===== src/design/flow_reference_counter_table_unit_defines.svh =====
`ifndef FLOW_REFERENCE_COUNTER_TABLE_UNIT_DEFINES_SVH
`define FLOW_REFERENCE_COUNTER_TABLE_UNIT_DEFINES_SVH

// same-cycle implication, sampled on clk, off during reset
`define FRCT_ASSERT_NOW(name, ante, cons, msg) \
	name: assert property (@(posedge clk) disable iff (!arst_n) (ante) |-> (cons)) \
		else $error(msg);

// next-cycle implication
`define FRCT_ASSERT_NEXT(name, ante, cons, msg) \
	name: assert property (@(posedge clk) disable iff (!arst_n) (ante) |=> (cons)) \
		else $error(msg);

`endif


===== src/design/frct_pkg.sv =====
package frct_pkg;

	localparam int ENTRIES = 256;
	localparam int IDX_W   = (ENTRIES > 1) ? $clog2(ENTRIES) : 1;

	localparam int MODE_W  = 2;
	localparam int ADDR_W  = 32;
	localparam int PORT_W  = 16;
	localparam int KEY_W   = ADDR_W + PORT_W;
	localparam int COUNT_W = 16;
	localparam int STAT_W  = 2;

	localparam logic [COUNT_W-1:0] COUNT_MAX = '1;

	localparam logic [MODE_W-1:0] MODE_ADD   = 2'd0;
	localparam logic [MODE_W-1:0] MODE_DEL   = 2'd1;
	localparam logic [MODE_W-1:0] MODE_QUERY = 2'd2;

	localparam logic [STAT_W-1:0] ST_OK     = 2'd0;
	localparam logic [STAT_W-1:0] ST_FULL   = 2'd1;
	localparam logic [STAT_W-1:0] ST_SAT    = 2'd2;
	localparam logic [STAT_W-1:0] ST_ABSENT = 2'd3;

	// request token walking the cell chain
	typedef struct packed {
		logic                vld;
		logic [MODE_W-1:0]   mode;
		logic [KEY_W-1:0]    key;
		logic                found;
		logic                sat;
		logic                free_seen;
		logic [IDX_W-1:0]    free_idx;
		logic [COUNT_W-1:0]  count;
	} tok_t;

	// new-entry write broadcast from the chain end
	typedef struct packed {
		logic                vld;
		logic [IDX_W-1:0]    idx;
		logic [KEY_W-1:0]    key;
	} alloc_t;

endpackage


===== src/design/frct_cell.sv =====
`include "flow_reference_counter_table_unit_defines.svh"

module frct_cell (
	input  logic                  clk,
	input  logic                  arst_n,
	input  logic [frct_pkg::IDX_W-1:0] idx,
	input  frct_pkg::tok_t        tok_i,
	input  frct_pkg::alloc_t      alloc,
	output frct_pkg::tok_t        tok_o
);
	import frct_pkg::*;

	logic               valid_q;
	logic [KEY_W-1:0]   key_q;
	logic [COUNT_W-1:0] count_q;
	tok_t               tok_q;

	logic               hit;
	logic               take_alloc;
	logic               wr_count;
	logic               clr_valid;
	logic [COUNT_W-1:0] new_count;
	tok_t               nxt;

	assign hit        = tok_i.vld && !tok_i.found && valid_q && (key_q == tok_i.key);
	assign take_alloc = alloc.vld && (alloc.idx == idx);

	always_comb begin
		nxt       = tok_i;
		wr_count  = 1'b0;
		clr_valid = 1'b0;
		new_count = count_q;
		if (hit) begin
			nxt.found = 1'b1;
			case (tok_i.mode)
				MODE_ADD: begin
					if (count_q == COUNT_MAX) begin
						nxt.count = COUNT_MAX;
						nxt.sat   = 1'b1;
					end else begin
						new_count = count_q + COUNT_W'(1);
						wr_count  = 1'b1;
						nxt.count = new_count;
					end
				end
				MODE_DEL: begin
					if (count_q <= COUNT_W'(1)) begin
						new_count = '0;
						wr_count  = 1'b1;
						clr_valid = 1'b1;
						nxt.count = '0;
					end else begin
						new_count = count_q - COUNT_W'(1);
						wr_count  = 1'b1;
						nxt.count = new_count;
					end
				end
				default: nxt.count = count_q;
			endcase
		end
		if (tok_i.vld && !tok_i.free_seen && !valid_q) begin
			nxt.free_seen = 1'b1;
			nxt.free_idx  = idx;
		end
	end

	always_ff @(posedge clk or negedge arst_n) begin
		if (!arst_n) begin
			valid_q <= 1'b0;
			tok_q   <= '0;
		end else begin
			tok_q <= nxt;
			if (take_alloc) begin
				valid_q <= 1'b1;
			end else if (clr_valid) begin
				valid_q <= 1'b0;
			end
		end
	end

	always_ff @(posedge clk) begin
		if (take_alloc) begin
			key_q   <= alloc.key;
			count_q <= COUNT_W'(1);
		end else if (wr_count) begin
			count_q <= new_count;
		end
	end

	assign tok_o = tok_q;

	`FRCT_ASSERT_NOW(a_alloc_free_only, take_alloc, !valid_q, "allocation into a live entry")
	`FRCT_ASSERT_NOW(a_alloc_no_token, take_alloc, !tok_i.vld, "allocation while a token is in the chain")
	`FRCT_ASSERT_NEXT(a_del_frees, hit && clr_valid && !take_alloc, !valid_q, "delete to zero kept entry")

endmodule


===== config.mk =====
export PLATFORM = sky130hd
export DESIGN_NAME = frct_cell
export DESIGN_NICKNAME = d
export VERILOG_FILES = /design/src/design/frct_pkg.sv /design/src/design/frct_cell.sv
export VERILOG_INCLUDE_DIRS = /design/src /design/src/design
export SDC_FILE = /design/constraint.sdc
export NUM_CORES = 1
export LEC_CHECK = 0
export ABC_AREA = 0
export BUFFER_PORTS_ARGS = -buffer_cell sky130_fd_sc_hd__buf_2
export CORE_ASPECT_RATIO = 1.5
export CORE_UTILIZATION = 50
export DETAILED_ROUTE_END_ITERATION = 8
export PLACE_DENSITY = 0.86
export SETUP_SLACK_MARGIN = 0.4
export SYNTH_ARGS = -nofsm -noshare
export SYNTH_HDL_FRONTEND = slang
export SYNTH_SLANG_ARGS = --single-unit

===== constraint.sdc =====
create_clock -name clk -period 2.8 [get_ports clk]
set_clock_uncertainty 0.1 [all_clocks]
set_input_delay 0.28 -clock clk [delete_from_list [all_inputs] [get_ports clk]]
set_output_delay 0.28 -clock clk [all_outputs]
set_load 0.03 [all_outputs]

==> run summary <==
Psw: 1.32 mW
R2R setup slack: 0.18 ns
Worst setup SP type: register
GRT met2 Usage: 64.4%
Tot Pwr: 5.20 mW
TNS Setup: 0 ns
Max-cap check violation count: 0
GR Util met1: 35.2%
Area of the mapped netlist: 6210 µm²
Die area: 12900 µm²
Vias: 6239
Static leakage: 4.08 nW
Logic pwr share: 12.1%
Hold crit path type: input port to register
Final nets: 1040
Syn nets: 674
Drt drc: 0
Final setup fails: 0
Area of the multi-input gates: 2640 µm²
Cell variety after synth: 67
Top Ports: 223
Internal power: 3.87 mW
Iteration-0 DRC count of the detailed router: 563
Synth warn: 0
Worst vdd ir: 0.376 mV
Max Freq: 382 MHz
M3 GR Usage: 6.16%
Asr flop ratio synth: 55.2%
Ys flop type: dfrtp_1
FF-to-FF Start: count_q[4]
Slew Limit Fails: 0
Clk pwr share: 44.7%
Sink Count: 143
Die width: 93.0 µm
Total track usage: 34.4%
Initial antenna violation count: 1
Largest net degree at the start of global routing: 80
Rel. slew slack: 30.0%
Seq/Total Area, Yosys: 60.2%
Final critical-path required period: 2.62 ns
Register area: 3740 µm²
CP Launch Point: count_q[4]
Max clock buf depth: 2
Rows: 49
Worst Setup EP: tok_o[11]
# fillers: 666
Post-route ant nets: 0
Dpl hpwl: 13100 µm
Outcome: finished, final reports clean
# H-tree levels: 4
Sequential power share: 43.2%
GP Congestion: 0.958
Root Buffer Master: clkbuf_16
First-pass GRT wire length: 33700 µm
Setup crit end kind: register
DR vias/cell: 5.89
Cts bufs inserted: 17
Worst hold slack: 0.00815 ns
CTS tree: done
Worst-Skew Late Latency: 0.41 ns
Pre-antenna DRT Iters: 8
RSZ-0062 raised after global routing: yes
Pwr dens: 526 nW/µm²
Required @ worst endpoint: 2.98 ns
Proportion of layout cells with a drive suffix above 1: 41.0%
Most common cell after layout, fill and taps aside: buf_2
Final hold vios: 0
Synth Instances: 526
GRT Residual Overflow: 0
Die height: 138 µm
Period utilization: 93.6%
Worst slew pin tran: 1.05 ns
GR peak layer: met2
WL final: 22800 µm
Vias in the first global route: 6610
EDFF count, synth: 48
Reg2reg end: tok_o[11]
Avg Inst Size Synth: 11.8 µm²
Switching power share of the total: 25.5%
Core area: 12000 µm²
# port buffers: 222
Max FO, Critical Path: 6
R2R depth: 8
FF+latch count, synth: 143
Setup Crit Path Kind: register to register
Most frequent cells in the layout: 221 x buf_2, 107 x dlygate4sd3_1, 79 x dfrtp_1
Worst-path clk slew: 0.06 ns
Area growth syn-to-layout: 59.3%
Worst Path Arrival: 2.80 ns
Initial core utilization: 51.7%
Routed len/inst: 21.5 µm
==> critical path: stages (launching register included) <==
cell     delay [ns]
dfxtp_2        0.32
or4_4          0.55
or4_4          0.47
o31a_1         0.39
buf_6          0.20
buf_6          0.13
nand2_2        0.04
a31o_1         0.21
a21oi_2        0.09
==> sequential cells by signal, indices dropped and copies added (netlist names) <==
register and cells:
key_q 48, tok_o 78, valid_q 1, count_q 16
==> repair_timing <==
item / CTS / global route
endpoints found under the setup margin: 33 / 31
hold endpoints to repair: 110 / 0
gates cloned: 0 / 4
buffers inserted: 8 / 2
resized for setup: 28 / 47
hold buffers: 107 / 0
pin swaps: 16 / 32
==> power groups by stage <==
stage | Clock, mW | Combinational [mW] | Sequential, mW
2_1_floorplan | 0 | 0.104 | 2.41
3_3_place_gp | 0 | 0.470 | 2.28
3_5_place_dp | 0 | 0.482 | 2.28
4_1_cts | 2.33 | 0.605 | 2.24
5_1_grt | 2.43 | 0.665 | 2.25
6_report | 2.33 | 0.628 | 2.24
==> how the worst min path moves through the flow <==
stage	start	endpoint	slack [ns]	cells after the start
after global placement	tok_i[38]	tok_o[38]	0.31	1
after global routing	tok_i[18]	tok_o[18]	0.005	2
after detailed placement	tok_i[33]	tok_o[33]	0.31	1
final	tok_i[18]	tok_o[18]	0.008	2
after CTS	tok_i[17]	tok_o[17]	0.003	2
after floorplan	arst_n	tok_o[0]	-0.12	0
==> per-stage QoR <==
step | setup slack, ns | area [µm²] | std cells | utilization [%]
3_5_place_dp | -0.111 | 7670 | 905 | 63.8
5_1_grt | 0.183 | 9890 | 1059 | 82.3
2_1_floorplan | 0.406 | 6220 | 526 | -
4_1_cts | 0.297 | 9550 | 1052 | 79.4
3_3_place_gp | -0.0803 | 7670 | 905 | 63.8
6_report | 0.179 | 9890 | 1059 | 82.3
==> final cells by class <==
type	instances	area share, %
multi-input cells	342	26.7
clock buffers	18	4.44
inverters	12	0.455
well taps	153	1.94
clock inverters	14	1.72
diodes	1	0.0253
repair buffers	376	26.9
flip-flops and latches	143	37.8
==> cell families after synthesis <==
group | after synthesis | synth area share [%]
flops | 143 | 60.2
xor+xnor | 62 | 8.74
mux | 10 | 1.81
compound gates | 124 | 13.8
buf+inv | 41 | 2.70
simple gates | 143 | 12.2
fa+ha+maj | 3 | 0.605
==> per-layer routing <==
metal  routed length, µm  part of all wire (%)
met2               12400                    55
met1                7270                    32
met5                   0                     0
met4                1510                   6.6
met3                1570                   6.9
==> Yosys cell counts (all sizes together) (5+ instances only) <==
cell / instances / area, µm²
dfrtp: 79 / 1980
xnor2: 59 / 517
edfxtp: 48 / 1440
a21oi: 32 / 160
nor2: 30 / 113
o21ai: 27 / 139
nand2: 24 / 90.1
nand4: 24 / 150
clkbuf: 23 / 86.3
dfxtp: 16 / 320
nand3: 16 / 80.1
nor3: 15 / 80.1
a31oi: 11 / 68.8
inv: 10 / 37.5
mux2: 10 / 113
a211oi: 8 / 60.1
nor4: 8 / 50.1
and3: 6 / 38.8
buf: 6 / 36.3
or3: 6 / 38.8
o22ai: 5 / 31.3
Power figures use the tool's default switching activity.
